$ cat src/hw/rtl/bffa_pkg.sv
// Shared types, codes and the popcount helper function of the first-fit bitmap allocator.
package bffa_pkg;

    typedef enum logic [0:0] {
        REQ_ALLOC = 1'b0,
        REQ_FREE  = 1'b1
    } t_req_type;

    typedef enum logic [2:0] {
        ST_OK    = 3'd0,
        ST_ZERO  = 3'd1,
        ST_FULL  = 3'd2,
        ST_FRAG  = 3'd3,
        ST_RANGE = 3'd4
    } t_status;

    typedef enum logic [1:0] {
        S_IDLE,
        S_SCAN,
        S_RANGE,
        S_DONE
    } t_state;

    typedef struct packed {
        logic [0:0] req_type;
        logic [7:0] unit_count;
        logic [6:0] base_index;
    } t_req;

    typedef struct packed {
        t_status    status;
        logic [6:0] alloc_base;
        logic [7:0] units_free;
    } t_rsp;

    function automatic logic [3:0] popcount8(input logic [7:0] v);
        logic [3:0] acc;
        acc = '0;
        for (int i = 0; i < 8; i++) begin
            acc = acc + {3'b000, v[i]};
        end
        return acc;
    endfunction

endpackage

$ cat src/hw/rtl/bffa_map_ram.sv
// Occupancy bitmap memory with a registered read port and per-entry valid flags.
module bffa_map_ram
    import bffa_pkg::*;
#(
    parameter int DEPTH = 16,
    parameter int AW    = 4
) (
    input  logic          i_clk,
    input  logic          i_rst_n,
    input  logic          i_wr_en,
    input  logic [AW-1:0] i_wr_addr,
    input  logic [7:0]    i_wr_data,
    input  logic [AW-1:0] i_rd_addr,
    output logic [7:0]    o_rd_data
);

    logic [7:0]       r_mem [DEPTH];
    logic [DEPTH-1:0] r_vld;
    logic [7:0]       r_rd_data;
    logic             r_rd_vld;

    always_ff @(posedge i_clk) begin
        if (!i_rst_n) begin
            r_vld <= '0;
        end else if (i_wr_en) begin
            r_vld[i_wr_addr] <= 1'b1;
        end
    end

    always_ff @(posedge i_clk) begin
        if (i_wr_en) begin
            r_mem[i_wr_addr] <= i_wr_data;
        end
        r_rd_data <= r_mem[i_rd_addr];
        r_rd_vld  <= r_vld[i_rd_addr];
    end

    assign o_rd_data = r_rd_vld ? r_rd_data : 8'h00;

endmodule

$ cat src/hw/rtl/bffa_byte_scan.sv
// Run tracker that advances the first-fit search across one bitmap byte.
module bffa_byte_scan
    import bffa_pkg::*;
#(
    parameter int NUM_UNITS = 128,
    parameter int AW        = 4,
    parameter int IW        = 7
) (
    input  logic [AW-1:0] i_byte,
    input  logic [7:0]    i_data,
    input  logic [7:0]    i_run,
    input  logic [IW-1:0] i_start,
    input  logic [7:0]    i_count,
    output logic          o_hit,
    output logic [7:0]    o_run,
    output logic [IW-1:0] o_start
);

    localparam logic [IW:0] LIMIT = (IW+1)'(NUM_UNITS);

    always_comb begin
        logic [IW-1:0] unit;
        logic [7:0]    run;
        logic [IW-1:0] start;
        logic          hit;
        run   = i_run;
        start = i_start;
        hit   = 1'b0;
        for (int i = 0; i < 8; i++) begin
            unit = {i_byte, 3'(i)};
            if (!hit) begin
                if (i_data[i] || ({1'b0, unit} >= LIMIT)) begin
                    run = '0;
                end else begin
                    if (run == 8'd0) begin
                        start = unit;
                    end
                    run = run + 8'd1;
                    if (run == i_count) begin
                        hit = 1'b1;
                    end
                end
            end
        end
        o_hit   = hit;
        o_run   = run;
        o_start = start;
    end

endmodule

$ cat src/hw/rtl/bitmap_first_fit_allocator.sv
// A rejected or empty request goes straight to its result; an allocate scans bitmap bytes
// for a free run, then rewrites the bytes it covers; a free rewrites only its range's bytes.
// Scan reads one byte per cycle, rewrite reads and writes one, through the single map memory.
// The block is ready for the next request as soon as the result enters the output register.
// Reset clears the control state, the free count and the memory's valid flags at once,
// so the bitmap reads as all free with no clearing pass.
module bitmap_first_fit_allocator
    import bffa_pkg::*;
#(
    parameter int NUM_UNITS = 128
) (
    input  logic i_clk,
    input  logic i_rst_n,
    input  logic i_req_valid,
    output logic o_req_ready,
    input  t_req i_req,
    output logic o_rsp_valid,
    input  logic i_rsp_ready,
    output t_rsp o_rsp
);

    localparam int MB = (NUM_UNITS + 7) / 8;
    localparam int AW = (MB > 1) ? $clog2(MB) : 1;
    localparam int IW = AW + 3;
    localparam int CW = $clog2(NUM_UNITS + 1);
    localparam int SW = (CW > 9) ? CW : 9;
    localparam logic [AW-1:0] LAST_BYTE = AW'(MB - 1);

    t_state        r_state, n_state;
    logic [AW-1:0] r_byte, n_byte;
    logic [7:0]    r_run, n_run;
    logic [7:0]    r_count, n_count;
    logic [IW-1:0] r_lo, n_lo;
    logic [IW-1:0] r_hi, n_hi;
    logic          r_set, n_set;
    logic [CW-1:0] r_free, n_free;
    t_status       r_status, n_status;
    logic [6:0]    r_base, n_base;
    logic          r_out_vld, n_out_vld;
    t_rsp          r_out, n_out;

    logic          wr_en;
    logic [7:0]    wr_data;
    logic [AW-1:0] rd_addr;
    logic [7:0]    rd_data;
    logic          scan_hit;
    logic [7:0]    scan_run;
    logic [IW-1:0] scan_start;
    logic [SW-1:0] base_ext;
    logic [SW-1:0] range_end;
    logic [SW-1:0] free_last;
    logic [7:0]    mask;

    bffa_map_ram #(
        .DEPTH (MB),
        .AW    (AW)
    ) u_map (
        .i_clk     (i_clk),
        .i_rst_n   (i_rst_n),
        .i_wr_en   (wr_en),
        .i_wr_addr (r_byte),
        .i_wr_data (wr_data),
        .i_rd_addr (rd_addr),
        .o_rd_data (rd_data)
    );

    bffa_byte_scan #(
        .NUM_UNITS (NUM_UNITS),
        .AW        (AW),
        .IW        (IW)
    ) u_scan (
        .i_byte  (r_byte),
        .i_data  (rd_data),
        .i_run   (r_run),
        .i_start (r_lo),
        .i_count (r_count),
        .o_hit   (scan_hit),
        .o_run   (scan_run),
        .o_start (scan_start)
    );

    assign base_ext  = SW'(i_req.base_index);
    assign range_end = base_ext + SW'(i_req.unit_count);
    assign free_last = range_end - SW'(1);

    always_comb begin
        logic [IW-1:0] unit;
        for (int i = 0; i < 8; i++) begin
            unit    = {r_byte, 3'(i)};
            mask[i] = (unit >= r_lo) && (unit <= r_hi);
        end
    end

    assign o_req_ready = (r_state == S_IDLE);
    assign o_rsp_valid = r_out_vld;
    assign o_rsp       = r_out;

    always_ff @(posedge i_clk) begin
        if (!i_rst_n) begin
            r_state   <= S_IDLE;
            r_free    <= CW'(NUM_UNITS);
            r_out_vld <= 1'b0;
        end else begin
            r_state   <= n_state;
            r_free    <= n_free;
            r_out_vld <= n_out_vld;
        end
    end

    always_ff @(posedge i_clk) begin
        r_byte   <= n_byte;
        r_run    <= n_run;
        r_count  <= n_count;
        r_lo     <= n_lo;
        r_hi     <= n_hi;
        r_set    <= n_set;
        r_status <= n_status;
        r_base   <= n_base;
        r_out    <= n_out;
    end

    always_comb begin
        n_state   = r_state;
        n_byte    = r_byte;
        n_run     = r_run;
        n_count   = r_count;
        n_lo      = r_lo;
        n_hi      = r_hi;
        n_set     = r_set;
        n_free    = r_free;
        n_status  = r_status;
        n_base    = r_base;
        n_out_vld = r_out_vld;
        n_out     = r_out;
        wr_en     = 1'b0;
        wr_data   = rd_data;
        rd_addr   = r_byte + AW'(1);

        if (r_out_vld && i_rsp_ready) begin
            n_out_vld = 1'b0;
        end

        case (r_state)
            S_IDLE: begin
                rd_addr = (i_req.req_type == REQ_FREE) ? base_ext[IW-1:3] : '0;
                if (i_req_valid) begin
                    n_byte   = '0;
                    n_run    = '0;
                    n_lo     = '0;
                    n_base   = '0;
                    n_count  = i_req.unit_count;
                    n_status = ST_OK;
                    if (i_req.req_type == REQ_ALLOC) begin
                        n_set = 1'b1;
                        if (i_req.unit_count == 8'd0) begin
                            n_status = ST_ZERO;
                            n_state  = S_DONE;
                        end else if (SW'(i_req.unit_count) > SW'(r_free)) begin
                            n_status = ST_FULL;
                            n_state  = S_DONE;
                        end else begin
                            n_state = S_SCAN;
                        end
                    end else begin
                        n_set = 1'b0;
                        if (range_end > SW'(NUM_UNITS)) begin
                            n_status = ST_RANGE;
                            n_state  = S_DONE;
                        end else if (i_req.unit_count == 8'd0) begin
                            n_state = S_DONE;
                        end else begin
                            n_lo    = base_ext[IW-1:0];
                            n_hi    = free_last[IW-1:0];
                            n_byte  = base_ext[IW-1:3];
                            n_state = S_RANGE;
                        end
                    end
                end
            end
            S_SCAN: begin
                n_run = scan_run;
                n_lo  = scan_start;
                if (scan_hit) begin
                    rd_addr = scan_start[IW-1:3];
                    n_hi    = scan_start + IW'(r_count) - IW'(1);
                    n_byte  = scan_start[IW-1:3];
                    n_free  = r_free - CW'(r_count);
                    n_base  = 7'(scan_start);
                    n_state = S_RANGE;
                end else if (r_byte == LAST_BYTE) begin
                    n_status = ST_FRAG;
                    n_state  = S_DONE;
                end else begin
                    n_byte = r_byte + AW'(1);
                end
            end
            S_RANGE: begin
                wr_en = 1'b1;
                if (r_set) begin
                    wr_data = rd_data | mask;
                end else begin
                    wr_data = rd_data & ~mask;
                    n_free  = r_free + CW'(popcount8(rd_data & mask));
                end
                if (r_byte == r_hi[IW-1:3]) begin
                    n_state = S_DONE;
                end else begin
                    n_byte = r_byte + AW'(1);
                end
            end
            S_DONE: begin
                if (!r_out_vld || i_rsp_ready) begin
                    n_out_vld        = 1'b1;
                    n_out.status     = r_status;
                    n_out.alloc_base = r_base;
                    n_out.units_free = 8'(r_free);
                    n_state          = S_IDLE;
                end
            end
            default: begin
                n_state = S_IDLE;
            end
        endcase
    end

`ifndef ASSERT_OFF
    a_free_bound: assert property (@(posedge i_clk) disable iff (!i_rst_n)
        r_free <= CW'(NUM_UNITS))
        else $error("free count exceeds the pool size");

    a_fail_base: assert property (@(posedge i_clk) disable iff (!i_rst_n)
        (r_out_vld && (r_out.status != ST_OK)) |-> (r_out.alloc_base == 7'd0))
        else $error("failed request reports a nonzero base");

    a_range_window: assert property (@(posedge i_clk) disable iff (!i_rst_n)
        (r_state == S_RANGE) |-> ((r_byte >= r_lo[IW-1:3]) && (r_byte <= r_hi[IW-1:3])))
        else $error("bitmap write outside the requested range");

    a_accept_busy: assert property (@(posedge i_clk) disable iff (!i_rst_n)
        (i_req_valid && o_req_ready) |=> (r_state != S_IDLE))
        else $error("accepted beat did not start any work");
`endif

endmodule

$ cat config.mk
export PLATFORM = sky130hd
export DESIGN_NAME = bitmap_first_fit_allocator
export DESIGN_NICKNAME = d
export VERILOG_FILES = /design/src/hw/rtl/bffa_pkg.sv /design/src/hw/rtl/bffa_map_ram.sv /design/src/hw/rtl/bffa_byte_scan.sv /design/src/hw/rtl/bitmap_first_fit_allocator.sv
export SDC_FILE = /design/constraint.sdc
export NUM_CORES = 1
export LEC_CHECK = 0
export BUFFER_PORTS_ARGS = -buffer_cell sky130_fd_sc_hd__buf_2
export CAP_MARGIN = 20
export CELL_PAD_IN_SITES_DETAIL_PLACEMENT = 1
export CELL_PAD_IN_SITES_GLOBAL_PLACEMENT = 1
export CORE_MARGIN = 5
export CORE_UTILIZATION = 55
export CTS_CLUSTER_DIAMETER = 120
export CTS_CLUSTER_SIZE = 28
export DETAILED_ROUTE_END_ITERATION = 8
export PLACE_DENSITY = 0.87
export SLEW_MARGIN = 10
export SYNTH_ARGS = -nofsm -noshare
export SYNTH_HDL_FRONTEND = slang
export SYNTH_SLANG_ARGS = --single-unit
$ cat constraint.sdc
create_clock -name i_clk -period 33.6 [get_ports i_clk]
set_clock_uncertainty 0.05 [all_clocks]
set_input_delay 8.4 -clock i_clk [delete_from_list [all_inputs] [get_ports i_clk]]
set_output_delay 8.4 -clock i_clk [all_outputs]
set_load 0.02 [all_outputs]
# [Word-level counts from Yosys, hierarchy flattened]
# Memories as Yosys holds them, arrays and structs flattened. A register that Yosys moved wholly into a read port is not among the register bits.
# Index checks and enable logic that the tools add are counted.
[word_totals] elab_cells=249 in_bits=20 reg_bits=91 mem_bits_rw=128 out_inout_bits=20 n_memories=1
[mem_list] name="u_map.r_mem" depth=16 word_bits=8 read_ports=1 rd_clocked_by_memory_dff=1 write_ports=1 line_no="bffa_map_ram.sv:17" rtl="logic [7:0] r_mem [DEPTH];"
[op_classes] order_cmp=21 n_reduce_logical=34 n_addsub=22 n_mux=124 bitwise_logic=5 eq_ne=26
[ops] operator="$mux W7" n=34
[ops] operator="$mux W8" n=21
[ops] operator="$logic_not A8 Y1" n=9
[ops] operator="$add A8 B1 Y8 const B" n=8
[ops] operator="$eq A8 B8 Y1" n=8
[ops] operator="$ge A7 B7 Y1" n=8
[ops] operator="$le A7 B7 Y1" n=8
[ops] operator="$pmux W7 S2" n=3
[ops] operator="$mux W4" n=9
[ops] operator="$mux W1" n=34
[ops] operator="$pmux W8 S2" n=2
[ops] operator="$mux W2" n=10
[ops] operator="$ne A2 B2 Y1 const B" n=10
[ops] operator="$add A4 B1 Y4" n=4
[ops] operator="$and A8 B8 Y8" n=2
[ops] operator="$or A16 B16 Y16" n=1
[ops] operator="$mux W3" n=5
[ops] operator="$sub A7 B1 Y7 const B" n=2
[ops] operator="$pmux W4 S3" n=1
[ops] operator="$reduce_and A4 Y1" n=3
[ops] operator="$logic_and A1 B1 Y1" n=10
[ops] operator="$lt A4 B5 Y1 const B" n=2
[ops] operator="$add A7 B8 Y9" n=1
[ops] operator="$gt A9 B8 Y1 const B" n=1
[ops] operator="other kinds (30)" n=36

# [Longest topological paths before layout]
# Gate-level depths: netlist of run 1.
[logic_depth] word_depth=29 mapped_depth=57 ltp_nobuf=50

# [Modules after synthesis]
# From an unflattened synthesis of run 1, not the netlist that was laid out.
[unflattened] hier_cells=1647 area_unflattened_um2=16862.4
[by_module_without_submodules] module="bffa_byte_scan" n_inst=1 seq_area_each_um2=0.0 area_each_um2=5793.1 cells_each=825
[by_module_without_submodules] module="bffa_map_ram" n_inst=1 seq_area_each_um2=4344.2 area_each_um2=5793.1 cells_each=280
[by_module_without_submodules] module="bitmap_first_fit_allocator" n_inst=1 seq_area_each_um2=2112.0 area_each_um2=5276.3 cells_each=542

# [Worst setup path after synthesis of run 1]
# OpenSTA, ideal clock, no wires.
[synth_path] path_kind="input port to flip-flop" start="input port i_req[0] (netlist name)" end="register r_hi[0] (enable)" required_ns=33.224 n_path_buf=0 path_stages=13 path_slack_ns=21.972 t_arrival_ns=11.252 setup_ns=0.326 cell_sequence="ha_1 > fa_1 > a21o_1 > a21oi_1 > xnor2_1 > or2_2 > or3_1 > nand2b_1 > maj3_1 > o21ai_0 > nand3_1 > nand2_1 > and2_1"
[synth_between] elab_chain_cells=4
[synth_rtl] item="start: declaration" line_no="bitmap_first_fit_allocator.sv:16" rtl="input t_req i_req,"
[synth_rtl] item="$add A7 B8 Y9" line_no="bitmap_first_fit_allocator.sv:83" rtl="assign range_end = base_ext + SW'(i_req.unit_count);"
[synth_rtl] item="$gt A9 B8 Y1" line_no="bitmap_first_fit_allocator.sv:166" rtl="if (range_end > SW'(NUM_UNITS)) begin"
[synth_rtl] item="$ne A2 B2 Y1 (no source line)"
[synth_rtl] item="$reduce_and A6 Y1 (no source line)"
[synth_rtl] item="end signal: assignment" line_no="bitmap_first_fit_allocator.sv:115" rtl="r_hi <= n_hi;"
[synth_rtl] item="end: declaration" line_no="bitmap_first_fit_allocator.sv:34" rtl="logic [IW-1:0] r_hi, n_hi;"
# No other way between the ends.
# A chain may end at the register's enable or synchronous reset.

# [Final worst setup path of run 1]
[layout_path] start="register r_count[5]" end="register u_map.r_rd_data[7] (read register of u_map.r_mem)"
[layout_between] elab_chain_cells=26 word_cells_on_any_way=75 classes_between="add/sub: 6; eq/ne: 8; mux: 55; reduce/logical: 6"
[layout_rtl] item="start: declaration" line_no="bitmap_first_fit_allocator.sv:32" rtl="logic [7:0] r_count, n_count;"
[layout_rtl] item="start signal: assignment" line_no="bitmap_first_fit_allocator.sv:113" rtl="r_count <= n_count;"
[layout_rtl] item="$eq A8 B8 Y1" line_no="bffa_byte_scan.sv:39" rtl="if (run == i_count) begin"
[layout_rtl] item="$mux W1" line_no="bffa_byte_scan.sv:39"
[layout_rtl] item="$mux W1" line_no="bffa_byte_scan.sv:32" rtl="if (i_data[i] || ({1'b0, unit} >= LIMIT)) begin"
[layout_rtl] item="$mux W8" line_no="bffa_byte_scan.sv:31" rtl="if (!hit) begin"
[layout_rtl] item="$add A8 B1 Y8" line_no="bffa_byte_scan.sv:38" rtl="run = run + 8'd1;"
[layout_rtl] item="$mux W8 or $eq A8 B8 Y1 (tied branches)" line_no="bffa_byte_scan.sv:32, bffa_byte_scan.sv:39"
[layout_rtl] item="$mux W8 or $mux W1 (tied branches)" line_no="bffa_byte_scan.sv:31, bffa_byte_scan.sv:39"
[layout_rtl] item="$add A8 B1 Y8 or $mux W1 (tied branches)" line_no="bffa_byte_scan.sv:38, bffa_byte_scan.sv:32"
[layout_rtl] item="[10 not listed]"
[layout_rtl] item="$mux W8" line_no="bffa_byte_scan.sv:31"
[layout_rtl] item="$add A8 B1 Y8" line_no="bffa_byte_scan.sv:38"
[layout_rtl] item="$eq A8 B8 Y1" line_no="bffa_byte_scan.sv:39"
[layout_rtl] item="$mux W1" line_no="bffa_byte_scan.sv:39"
[layout_rtl] item="$mux W1" line_no="bffa_byte_scan.sv:32"
[layout_rtl] item="$mux W1" line_no="bffa_byte_scan.sv:31"
[layout_rtl] item="$mux W4 (*)" line_no="bitmap_first_fit_allocator.sv:183" rtl="if (scan_hit) begin"
[layout_rtl] item="$pmux W4 S2 (*)" line_no="bitmap_first_fit_allocator.sv:143" rtl="case (r_state)"
[layout_rtl] item="end: declaration" line_no="bffa_map_ram.sv:19" rtl="logic [7:0] r_rd_data;"
# Every way passes the cells marked *; elsewhere a longest branch is shown, timed or not.

==> metrics, run 1 <==
Worst setup EP type=flop; Max Fanout on Critical Path=43; FILL cells=3,400; Post-layout nets=1,778; Die Y=~190 um; Cells after Synth=roughly 1.7k; Synth Register Bits=approximately 230; period utilization=0.454; Worst-path clk slew=approximately 120 ps; first-pass GRT wire length=roughly 92,000 um; H-tree depth=1; hold depth=0; vias per cell=between 7 and 8; DR WL/cell=28.7 um; R2R Setup Slk=18,350 ps; initial core utilization=0.556; Setup-failing EPs final=0; vias in the first global route=between 15k and 20k; Worst setup SP type=flop; die footprint=between 30,000 and 40,000 um^2; R2R Path Start=r_count[5]; IO Port Bufs=39; FF-to-FF End=u_map.r_rd_data[7]; Antenna Cells=0; DR pass1 iterations=5; Final min period=roughly 15,000 ps; Layout area overhead=3.97%; Seq/Total Area, Yosys=0.379; hold crit path type=reg2reg; total wire length=59,600 um; # DRC=0; initial DRC count=approximately 1.5k; end of the critical path=u_map.r_rd_data[7]; synthesis warning total=0; Setup crit start=r_count[5]; total global routing overflow=0; RSZ-0062 raised after global routing=false; synthesized area=approximately 17,000 um^2; Setup TNS=0 ps; Post-CTS Setup Inserts=0; cell count of the worst reg-to-reg path=40; detailed-route via count=between 10k and 15k; CTS Buffer Depth=3; TritonCTS Sinks=227; number of synthesized flops with an enable pin=about 190; Mapped Avg Cell Area=about 10 um^2; Row Count=between 60 and 70; io pins=40; status=finished clean; Worst Tran Pin Value=1080 ps; hold-fix buffers at CTS=0; pins over their slew limit=0; Die W=186 um; Max Cap Viol=0; crit path kind=reg2reg; largest net degree at the start of global routing=44; antenna violations before repair=0; relative slew slack=0.274; antenna viol nets, final=0; CP peak stage delay=between 800 and 900 ps; CTS resizes=0; root buffer cell=clkbuf_16; CTS tree=yes; Hold Fails Final Rpt=0; ys flop type=edfxtp_1; GPL Wtd Cong=between 0.9 and 1; DP Wirelength=around 43,000 um; area of the core=slightly above 30,000 um^2; layout cell share with drive strength beyond 1=0.0999; Net Count, Synth=approximately 1.8k; Clock Latency Late Sink=around 500 ps; gr usage total=0.340; async set-reset flop share out of synthesis=0; Slowest-stage cell, CP=nor4_1; CP arrival=around 16,000 ps; CTS buffer count=12; CP Data Required Time=about 34,000 ps; Yosys cell types=~130; maximum clock rate=between 0.06 and 0.07 GHz
[synth_stat cells, drive strengths merged (45+ instances only)]
cell type | number | share of area
xnor2 | 67 | 0.035
buf | 46 | 0.019
edfxtp | 191 | 0.34
ha | 73 | 0.054
o21ai | 80 | 0.025
mux2i | 86 | 0.052
nand2 | 111 | 0.025
a21oi | 80 | 0.025
and2 | 51 | 0.019
nor2 | 110 | 0.026
inv | 79 | 0.017
nand3 | 63 | 0.019
nor3 | 45 | 0.015
[worst min-delay path by stage]
stage / to / slack (ps) / startpoint
2_1_floorplan: o_rsp[10] / 350 / r_base[2]
3_3_place_gp: o_rsp[17] / 370 / r_status[2]
3_5_place_dp: o_rsp[17] / 360 / r_status[2]
4_1_cts: o_rsp[8] / 380 / r_base[0]
5_1_grt: o_rsp[8] / 390 / r_base[0]
6_report: o_rsp[8] / 390 / r_base[0]
[critical path: cells and delay by family (launching register included)]
kind	cells	cell delay (ps)
AOI/OAI and AO/OA	19	6520
xor gates and xnor gates	2	470
adders and majority gates	3	1230
buffers and inverters	4	1670
DFF	1	720
muxes	1	220
and+or+nand+nor	11	4170
[through the flow]
step	instance area (um^2)	instances	utilization	hold slack (ps)	worst slack, ps
after floorplan	17000	1699	-	350	21970
after global placement	17300	2058	0.566	368	19650
after detailed placement	17300	2059	0.566	357	19160
after CTS	17700	2078	0.578	382	18860
after global routing	17700	2078	0.578	393	17920
final	17700	2078	0.578	387	18350
[metal layers]
layer  GRT usage  vias up  wire length (um)
li1            -     6448                 -
met1       0.426     7446             23100
met2       0.598      735             29500
met3      0.0430      193              4130
met4       0.139        0              2790
met5           0        -                 0
[registers in the layout (all words and copies together), names as in the netlist, 8 cells and up]
| register | cells |
|---|---|
| o_rsp | 18 |
| r_count | 8 |
| r_free | 8 |
| r_run | 8 |
| u_map.r_mem | 128 |
| u_map.r_rd_data | 8 |
| u_map.r_vld | 16 |
[layout make-up]
type                    instances  area (um^2)  area share
multi-input cells            1305         9790       0.553
well taps                     396          495      0.0280
flip-flops and latches        227         6460       0.365
inverters                      81          304      0.0172
clock buffers                  18          344      0.0194
repair buffers                 50          275      0.0156
clock inverters                 1         30.0     0.00170
[cell families (layout without fill, tap and decap cells)]
family,count (synthesis),in the layout,share of synthesized area
DFF,227,227,0.379
muxes,100,100,0.0612
AOI/OAI and AO/OA,480,480,0.219
adders and majority gates,82,82,0.0637
xor gates and xnor gates,92,92,0.0539
and+or+nand+nor,551,551,0.177
buffers and inverters,167,150,0.0461
[cell usage in the layout, fill, tap and decap left out, types with 14 or more instances in the layout]
cell type	synthesis	final
edfxtp_1	191	191
nand2_1	109	109
nor2_1	105	105
mux2i_1	84	84
a21oi_1	77	77
inv_1	76	76
ha_1	73	73
o21ai_0	67	67
xnor2_1	65	65
nand3_1	62	62
and2_1	50	50
nor3_1	40	40
buf_2	15	40
dfxtp_1	36	36
and3_1	31	31
nand4_1	29	29
o21a_1	27	27
a21o_1	27	27
a211oi_1	20	20
a22o_1	20	20
a31oi_1	19	19
xor2_1	18	18
or3_1	16	16
nor4_1	16	16
o211ai_1	15	15
nand2b_1	14	14
Power of run 1 is left out: the tool's default activity adds up to more than one toggle a clock period on the data nets, which glitch-free logic cannot reach.
==> run 2: changes to the inputs <==
Settings changed: ABC_AREA set to 1, CORE_UTILIZATION 55 to 43, PLACE_DENSITY 0.87 to 0.77.
Clock period 33.6 ns to 12.6 ns, I/O delays scaled along.
==> metrics, run 2 <==
io pins=40 (unchanged); Post-CTS Setup Inserts=0 (unchanged); layout cell share with drive strength beyond 1=0.120 (was 0.0999); ys flop type=edfxtp_1 (unchanged); Die W=206 um (was 186 um); hold crit path type=reg2reg (unchanged); DR pass1 iterations=5 (unchanged); total global routing overflow=0 (unchanged); maximum clock rate=0.0942 GHz (was 0.0656 GHz); delay-heaviest family, CP=simple AND/OR/NAND/NOR gates (was compound AO/OA/AOI/OAI gates); GPL Wtd Cong=0.897 (was 0.964); Max Fanout on Critical Path=73 (was 43); Worst setup SP type=flop (unchanged); # DRC=0 (unchanged); CTS tree=yes (unchanged); IO Port Bufs=39 (unchanged); Worst Tran Pin Value=1090 ps (was 1080 ps); Row Count=72 (was 64); total wire length=55,000 um (was 59,600 um); root buffer cell=clkbuf_16 (unchanged); Post-layout nets=2,315 (was 1,778); Synth Register Bits=227 (unchanged); detailed-route via count=15.1k (was 14.8k); Yosys cell types=66 (was 128); CP Depth=56 (was 40); cell count of the worst reg-to-reg path=56 (was 40); most frequent cells in the layout=nand2_1, nand3_1, inv_1 (was edfxtp_1, nand2_1, nor2_1); H-tree depth=1 (unchanged); vias in the first global route=15.6k (was 15.4k); Mapped Avg Cell Area=7.54 um^2 (was 10.0 um^2); ranking of synthesized cells by area=edfxtp_1, nand2_1, nand3_1, inv_1, ha_1 (was edfxtp_1, ha_1, mux2i_1, dfxtp_1, xnor2_1); Net Count, Synth=2,299 (was 1,800); Buf/Inv on CP=7 (was 4); gr usage total=0.257 (was 0.340); status=finished clean (unchanged); Die Y=206 um (was 186 um); pins over their slew limit=0 (unchanged); CP peak stage delay=790 ps (was 870 ps); vias per cell=5.53 (was 7.13); synthesized area=16,600 um^2 (was 17,000 um^2); Worst setup EP type=flop (unchanged); max FFs per register=128 (unchanged); first-pass GRT wire length=86,200 um (was 91,700 um); Post-Synth Simple-Gate Area=0.375 (was 0.177); crit path kind=reg2reg (unchanged); synthesis warning total=0 (unchanged); RSZ-0062 raised after global routing=false (unchanged); main combinational cell family by area after synthesis=simple AND/OR/NAND/NOR gates (was compound AO/OA/AOI/OAI gates); share of the synthesized area in the top cell type=0.346 (was 0.337); CTS Buffer Depth=3 (unchanged); Hold Fails Final Rpt=0 (unchanged); top cells by count, synth=nand2_1, nand3_1, inv_1 (was edfxtp_1, nand2_1, nor2_1); area of the core=38,400 um^2 (was 30,600 um^2); post-synthesis compound-gate area fraction=0.0670 (was 0.219); hold_ws=387 ps (about the same); antenna viol nets, final=0 (unchanged); CP Data Required Time=13,000 ps (was 33,980 ps); Cells after Synth=2,198 (was 1,699); Worst-path clk slew=110 ps (was 120 ps); period utilization=0.843 (was 0.454); Seq/Total Area, Yosys=0.389 (was 0.379); hold depth=0 (unchanged); async set-reset flop share out of synthesis=0 (unchanged); Slowest-stage cell, CP=edfxtp_1 (was nor4_1); initial DRC count=1,102 (was 1,457); Layout area overhead=5.95% (was 3.97%); multiplexer share of the synthesized area=0 (was 0.0612); number of synthesized flops with an enable pin=191 (unchanged); adder-cell share of the synthesized area=0.0648 (was 0.0637); Crit path top cell by count=nand3_1; CTS resizes=0 (unchanged); Max Cap Viol=0 (unchanged); antenna violations before repair=2 (was 0); top cell type by total area after synthesis=edfxtp_1 (unchanged); CTS buffer count=12 (unchanged); final core utilization=0.458 (was 0.578); initial core utilization=0.432 (was 0.556); XOR/XNOR Fraction of Synth Area=0.00845 (was 0.0539); FILL cells=4,888 (was 3,400); die footprint=42,600 um^2 (was 34,600 um^2); CP arrival=11,020 ps (was 15,630 ps); most common cell after layout, fill and taps aside=nand2_1 (was edfxtp_1); Clock Latency Late Sink=500 ps (about the same); Biggest register=u_map.r_mem (unchanged); Final min period=10,620 ps (was 15,250 ps); DR WL/cell=20.1 um (was 28.7 um); largest net degree at the start of global routing=74 (was 44); hold-fix buffers at CTS=0 (unchanged); relative slew slack=0.270 (was 0.274); top-count cell post-synth=nand2_1 (was edfxtp_1); Setup TNS=0 ps (unchanged); DP Wirelength=41,000 um (was 42,900 um); TritonCTS Sinks=227 (unchanged); Setup-failing EPs final=0 (unchanged)
==> run 2: cell count changes after synthesis, sizes merged, moves of 26 or more <==
cell,previous run,this run
a21o,27,0
and2,51,3
and3,32,1
inv,79,298
mux2i,86,0
nand2,111,642
nand3,63,365
nor2,110,242
nor3,45,15
o21a,29,3
xnor2,67,6
==> run 2: cell families after synthesis <==
kind of cell    count (synthesis)
buf+inv                       366
fa+ha+maj                      81
flops                         227
simple gates                 1321
xor+xnor                       16
compound gates                187
==> run 2: cell type report <==
class	instances	area [um^2]	share of cell area
clock inverters	2	46.3	0.00264
repair buffers	62	377	0.0214
diodes	1	2.50	0.000142
flip-flops and latches	227	6460	0.368
inverters	306	1160	0.0659
well taps	518	648	0.0369
multi-input cells	1605	8550	0.487
clock buffers	18	323	0.0184
==> run 2: per-layer routing <==
layer  GRT usage  wire [um]
met4      0.0663       1330
met2       0.442      26400
met5           0          0
met1       0.350      24600
met3      0.0229       2680
==> run 2: worst paths after layout <==
path,startpoint,to,slack [ps]
worst min-delay path,r_base[6],o_rsp[14],390
worst max-delay path,r_count[4],u_map.r_rd_data[3],1980
worst min register to register,r_base[6],o_rsp[14],390
worst max register to register,r_count[4],u_map.r_rd_data[3],1980
==> run 2: stage by stage <==
stage	cells	instance area [um^2]	setup WS [ps]
floorplan	2198	16600	4570
global placement	2710	17100	2300
detailed placement	2714	17200	2120
CTS	2734	17500	2110
global route	2738	17600	998
finish	2739	17600	1980
Power of run 2 is left out for the same reason.
==> run 3: changes to the inputs <==
Settings changed: ABC_AREA 1 to 0, CORE_UTILIZATION 43 to 51, PLACE_DENSITY 0.77 to 0.81.
Clock period 12.6 ns to 10.33 ns, I/O delays scaled along.
==> metrics, run 3 (synthesis results as in run 1) <==
Slowest-stage cell, CP=or4_1 (was edfxtp_1); io pins=40 (unchanged); final core utilization=0.582 (was 0.458); Worst setup EP type=flop (unchanged); GPL Wtd Cong=0.976 (was 0.897); CTS Buffer Depth=3 (unchanged); period utilization=0.987 (was 0.843); delay-heaviest family, CP=compound AO/OA/AOI/OAI gates (was simple AND/OR/NAND/NOR gates); Crit path top cell by count=buf_4 (was nand3_1); hold depth=0 (unchanged); max FFs per register=128 (unchanged); CTS tree=yes (unchanged); H-tree depth=1 (unchanged); vias per cell=6.74 (was 5.53); maximum clock rate=0.0981 GHz (was 0.0942 GHz); CP peak stage delay=560 ps (was 790 ps); DR WL/cell=27.2 um (was 20.1 um); Setup-failing EPs final=0 (unchanged); Die W=193 um (was 206 um); Die Y=193 um (was 206 um); most frequent cells in the layout=edfxtp_1, buf_4, nand2_1 (was nand2_1, nand3_1, inv_1); die footprint=37,100 um^2 (was 42,600 um^2); FILL cells=3,622 (was 4,888); Setup TNS=0 ps (unchanged); Placement Setup Slack=-548 ps (was 2120 ps); area of the core=33,300 um^2 (was 38,400 um^2); Post-layout nets=1,921 (was 2,315); most common cell after layout, fill and taps aside=edfxtp_1 (was nand2_1); initial core utilization=0.511 (was 0.432); hold crit path type=reg2reg (unchanged); Row Count=67 (was 72); TritonCTS Sinks=227 (unchanged); root buffer cell=clkbuf_16 (unchanged); total wire length=61,900 um (was 55,000 um); pins over their slew limit=0 (unchanged); vias in the first global route=15.5k (was 15.6k); Biggest register=u_map.r_mem (unchanged); hold_ws=398 ps (was 387 ps); final setup margin=134 ps (was 1980 ps); R2R Setup Slk=130 ps (was 1980 ps); Worst setup SP type=flop (unchanged); initial DRC count=1,476 (was 1,102); Max Cap Viol=0 (unchanged); Layout area overhead=13.7% (was 5.95%); antenna violations before repair=0 (was 2); hold endpoint=o_rsp[15] (was o_rsp[14]); status=finished clean (unchanged); crit path kind=reg2reg (unchanged); CTS buffer count=12 (unchanged); relative slew slack=0.429 (was 0.270); CP arrival=10,540 ps (was 11,020 ps); detailed-route via count=15.3k (was 15.1k); antenna viol nets, final=0 (unchanged); Worst Tran Pin Value=854 ps (was 1090 ps); layout cell share with drive strength beyond 1=0.209 (was 0.120); R2R Path Start=r_run[1] (was r_count[4]); Clock Latency Late Sink=490 ps (was 500 ps); Buf/Inv on CP=9 (was 7); gr usage total=0.314 (was 0.257); DP Wirelength=45,900 um (was 41,000 um); Worst-path clk slew=120 ps (was 110 ps); DR pass1 iterations=5 (unchanged); first-pass GRT wire length=90,300 um (was 86,200 um); CP Data Required Time=10,670 ps (was 13,000 ps); Hold Fails Final Rpt=0 (unchanged); Final min period=10,200 ps (was 10,620 ps); hold path startpoint=r_status[0] (was r_base[6]); IO Port Bufs=39 (unchanged); cell count of the worst reg-to-reg path=41 (was 56); total global routing overflow=0 (unchanged); largest net degree at the start of global routing=38 (was 74); Antenna Cells=0 (was 1); Max Fanout on Critical Path=7 (was 73); FF-to-FF End=u_map.r_rd_vld (was u_map.r_rd_data[3]); # DRC=0 (unchanged)
[run 3: changes by cell type in the layout (fill, tap and decap cells not counted), moves of 81 or more]
cell,change
buf_4,+129
inv_1,-197
mux2i_1,+81
nand2_1,-457
nand3_1,-275
nor2_1,-106
[run 3: cell type report]
type	instances	area (um^2)	share of cell area
flip-flops and latches	227	6460	0.334
repair buffers	192	1390	0.0719
clock buffers	19	348	0.0180
clock inverters	1	30.0	0.00155
inverters	81	304	0.0157
well taps	448	561	0.0290
multi-input cells	1306	10300	0.530
[run 3: how the worst max path moves through the flow]
stage          slack [ps]  depth (start not counted)      from                  to
2_1_floorplan          60                         48  r_run[0]      u_map.r_rd_vld
3_3_place_gp         -290                         38  r_run[2]  u_map.r_rd_data[2]
3_5_place_dp         -550                         38  r_run[1]  u_map.r_rd_data[2]
4_1_cts                 8                         41  r_run[1]  u_map.r_rd_data[2]
5_1_grt              -200                         42  r_run[1]      u_map.r_rd_vld
6_report              130                         41  r_run[1]      u_map.r_rd_vld
[run 3: metal layers]
layer | GRT usage | vias to the layer above | part of all wire
met5 | 0 | - | 0
met4 | 0.119 | 0 | 0.048
met3 | 0.0358 | 196 | 0.059
met2 | 0.545 | 639 | 0.49
met1 | 0.401 | 7723 | 0.40
li1 | - | 6764 | -
[run 3: metrics by stage]
stage	cells	area (um^2)
floorplan	1699	17000
global placement	2230	18300
detailed placement	2230	18300
CTS	2254	18800
global route	2274	19400
finish	2274	19400
[run 3: timing repair]
item / CTS / global route
setup buffers: 4 / 18
pin swaps: 2 / 26
gates resized for setup: 12 / 84
cloned: 0 / 1
setup endpoints to repair: 13 / 41
hold buffers: 0 / 0
Power of run 3 is left out for the same reason.
